**src/rtl/core/fflia_ram.sv**
```systemverilog
// Generic single-port-write, single-port-read RAM with registered read data.
// No dependencies.
`default_nettype none
module fflia_ram #(
  parameter int WIDTH = 8,
  parameter int DEPTH = 16
) (
  input  wire logic                     clk,
  input  wire logic                     we,
  input  wire logic [$clog2(DEPTH)-1:0] waddr,
  input  wire logic [WIDTH-1:0]         wdata,
  input  wire logic                     re,
  input  wire logic [$clog2(DEPTH)-1:0] raddr,
  output logic      [WIDTH-1:0]         rdata
);

  logic [WIDTH-1:0] mem [DEPTH];

  // Write port
  always_ff @(posedge clk) begin
    if (we) begin
      mem[waddr] <= wdata;
    end
  end

  // Registered read port
  always_ff @(posedge clk) begin
    if (re) begin
      rdata <= mem[raddr];
    end
  end

endmodule
`default_nettype wire

```
**config.mk**
```make
export PLATFORM = sky130hd
export DESIGN_NAME = fflia_ram
export DESIGN_NICKNAME = d
export VERILOG_FILES = /design/src/rtl/core/fflia_ram.sv
export SDC_FILE = /design/constraint.sdc
export NUM_CORES = 1
export LEC_CHECK = 0
export BUFFER_PORTS_ARGS = -buffer_cell sky130_fd_sc_hd__clkbuf_2
export CORE_UTILIZATION = 40
export CTS_CLUSTER_DIAMETER = 120
export CTS_CLUSTER_SIZE = 24
export DETAILED_ROUTE_END_ITERATION = 12
export SLEW_MARGIN = 5
export SYNTH_ARGS = -nofsm -noshare
export SYNTH_HDL_FRONTEND = slang
export SYNTH_SLANG_ARGS = --single-unit
```
**constraint.sdc**
```tcl
create_clock -name clk -period 4.8 [get_ports clk]
set_input_delay 0.24 -clock clk [delete_from_list [all_inputs] [get_ports clk]]
set_output_delay 0.24 -clock clk [all_outputs]
set_load 0.005 [all_outputs]
```
==> flow_summary_export.csv <==
group,metric,value,unit
routing,vias,2391,
sta,finalSetupViolCount,0,
pwr,vdd_ir_drop_max,233,uV
setup_path,worstSetupPathDepth,5,
layout,final_nets,286,
logic_synthesis,synth_area_leader_cell,"edfxtp_1",
pwr,p_per_area,445,nW/um^2
setup_path,cp-end-kind,"register",
pwr,p_leak,2.01,nW
floorplanning,die_area,13500,um^2
setup_path,cp_data_required_time,4.93,ns
setup_path,crit_type,"input port to register",
setup_path,worst_setup_path_start_kind,"input port",
layout,area_delta_synth_final,16.4,%
pwr,power_frac_seq,0.497,
clocking,postCtsSetupBuffers,0,
global_routing,grt-busiest-layer,"met2",
global_routing,grt-ovfl-total,0,
sta,finalHoldViolCount,0,
layout,antenna_cells,0,
layout,layout-drive-gt1-share,0.264,
logic_synthesis,ys.flop_type,"edfxtp_1",
routing,ant_nets,0,
placed_design,portBuffers,26,
clocking,clock_path_buffers,2,
sta,relSlewSlack,0.306,
routing,drtIter0Drc,221,
clocking,ctsResizeCount,0,
logic_synthesis,synth_compound_area_frac,0.0230,
logic_synthesis,ys_seq_area_frac,0.781,
global_routing,use_met2,0.262,
setup_path,path_buf_inv,2,
layout,fillers,1039,
logic_synthesis,synthArstFlopShare,0,
setup_path,path_cells,"clkbuf_2 -> buf_4 -> mux4_1 -> a22oi_1 -> nand2_1",
floorplanning,dieWidth,116,um
logic_synthesis,synthSimpleGateAreaFrac,0.0314,
sta,hold_ws,0.254,ns
setup_path,crit_family,"buffers and inverters",
logic_synthesis,yosysWarnings,0,
outcome,status,"finished clean",
logic_synthesis,synth_top_family_by_area,"multiplexers",
logic_synthesis,synthTopCellsByArea,"edfxtp_1 (78%), mux4_2 (7.8%), mux4_1 (7.0%), a22oi_1 (2.3%), nor2_1 (0.93%)",
clocking,htreeDepth,4,
floorplanning,core,12700,um^2
clocking,ctsHoldBuffers,0,
logic_synthesis,synthTopCellsByCount,"edfxtp_1 (136), mux4_2 (18), a22oi_1 (16)",
clocking,clock_sinks,136,
pwr,pwr-share-clk,0.460,
worst_hold_path,hp-class,"input port to register",
logic_synthesis,synth_fa_ha_area_frac,0,
setup_path,crit_fanout,17,
logic_synthesis,synth_top_area_share,0.781,
floorplanning,boundaryPins,27,
logic_synthesis,ys_seq_elements,136,
setup_path,worstPathArrival,2.14,ns
clocking,numCtsBuffers,17,
placed_design,gp_congestion,0.692,
worst_hold_path,hp-start,"wdata[2]",
sta,worst_pin_slew,1.04,ns
pwr,p_int,2.19,mW
logic_synthesis,syn-num-nets,248,
logic_synthesis,synth_cell_type_count,18,
placed_design,hpwl,6420,um
setup_path,timing.critical_path.to,"rdata[5]$_DFFE_PP_",
logic_synthesis,yosysMostFrequentCell,"edfxtp_1",
routing,via_per_inst,5.29,
setup_path,cpPeakStageDelay,0.61,ns
pwr,p_sw,0.522,mW
clocking,worstSkewPairLatency,0.41,ns
global_routing,use_met1,0.231,
sta,post-route-min-period,2.01,ns
pwr,finalPower,2.71,mW
setup_path,r2r_slack,3.26,ns
setup_path,crit_path_top_delay_cell,"mux4_1",
setup_path,r2r_end,"rdata[6]$_DFFE_PP_",
floorplanning,floorplan.initialDensity,0.413,
global_routing,track_usage,0.174,
routing,firstDrtPassIters,5,
logic_synthesis,syn_inst,229,
logic_synthesis,synth_edf_count,136,
logic_synthesis,synth_area,5230,um^2
global_routing,antenna_found_initial,0,
setup_path,reg2reg_depth,3,
layout,instances_no_fill,452,
global_routing,grt_max_degree,33,
logic_synthesis,syn-mean-instance-area,22.8,um^2
worst_hold_path,holdPathStages,1,
placed_design,dpl.cell_count,420,
clocking,cts-root-buf,"clkbuf_16",
logic_synthesis,synth_mux_area_frac,0.148,
clocking,clkTransAtPathRegs,0.05,ns
sta,setup_tns,0,ns
floorplanning,die_y,116,um
sta,finalCritPeriodShare,0.419,
sta,fin_worst_skew,0.00915,ns
setup_path,critical_path.startpoint,"raddr[0]",
sta,fmax,0.497,GHz
setup_path,timing.rr.start,"mem[11][6]$_DFFE_PP_",
global_routing,global_route.usage.met3,0.0643,
pwr,p_comb_frac,0.043,
logic_synthesis,yosys.area_share.xor_xnor,0,
global_routing,grt_pass1_wl,15500,um
routing,wire_per_inst,23.1,um
clocking,cts_tree,"done",
global_routing,first_global_vias,2526,
floorplanning,num_rows,41,
pwr,swShare,0.193,
routing,drc,0,
sta,maxSlewViolCount,0,
sta,rsz0062_at_grt,"no",
routing,drt-total-wl,10500,um
job,cap_viol_max_count,0,
-- placed cells by master (no fill, tap or decap) --
| cell | instances |
|---|---|
| clkbuf_16 | 17 |
| clkinvlp_4 | 1 |
| edfxtp_1 | 136 |
| or3b_2 | 1 |
| clkinv_2 | 3 |
| nor2_1 | 13 |
| nor3_2 | 2 |
| nand3_1 | 1 |
| bufinv_16 | 3 |
| and2b_1 | 1 |
| nor3_1 | 2 |
| and2_1 | 1 |
| clkbuf_1 | 2 |
| a22oi_1 | 16 |
| nand2b_1 | 2 |
| clkbuf_2 | 26 |
| buf_4 | 3 |
| nand2_1 | 9 |
| nand3b_1 | 2 |
| mux4_1 | 14 |
| mux4_2 | 18 |
| clkinv_1 | 6 |
| nor2b_1 | 1 |
-- worst min path at each step --
stage	slack, ns	to
2_1_floorplan	0.34	mem[0][0]$_DFFE_PP_
3_3_place_gp	0.64	rdata[6]
3_5_place_dp	0.64	rdata[6]
4_1_cts	0.25	mem[6][2]$_DFFE_PP_
5_1_grt	0.26	mem[12][3]$_DFFE_PP_
6_report	0.25	mem[6][2]$_DFFE_PP_
-- logic make-up (layout without fill, tap and decap cells) --
kind of cell    count (synthesis)  count (layout)
compound gates                 16              16
buf+inv                        10              61
flops                         136             136
mux                            32              32
simple gates                   35              35
-- worst reg2reg max path: stages, from the launching register on --
cell and delay (ns):
edfxtp_1 0.36, mux4_2 0.48, a22oi_1 0.29, nand2_1 0.14
-- area by class of cell --
cell class / count / area [um^2] / area share
clock buffer: 19 / 433 / 0.0711
clock inverter: 13 / 135 / 0.0222
multi-input combinational: 83 / 1070 / 0.175
sequential: 136 / 4080 / 0.671
tap: 172 / 215 / 0.0354
timing repair buffer: 29 / 153 / 0.0251
-- metrics by stage --
step	worst slack [ns]	instance area (um^2)	util
after detailed placement	2.32	5520	0.436
after global placement	2.35	5520	0.436
after floorplan	3.07	5230	-
after global routing	2.63	6090	0.480
after CTS	2.76	6090	0.480
final	2.79	6090	0.480
-- state kept, by name (all words and copies together) (netlist names) --
name	cells
mem	128
rdata	8
-- power by group through the flow --
stage	logic, mW	registers (mW)	clock network, mW
2_1_floorplan	0.0675	1.37	0
3_5_place_dp	0.119	1.37	0
5_1_grt	0.129	1.35	1.32
6_report	0.117	1.35	1.25
4_1_cts	0.119	1.35	1.26
3_3_place_gp	0.116	1.37	0
-- metal layers --
layer  part of all wire  wire (um)
met4             0.0052         54
met5                  0          0
met2               0.49       5170
met1               0.42       4410
met3              0.078        814
Note: power is estimated with default switching activity, not from simulation.
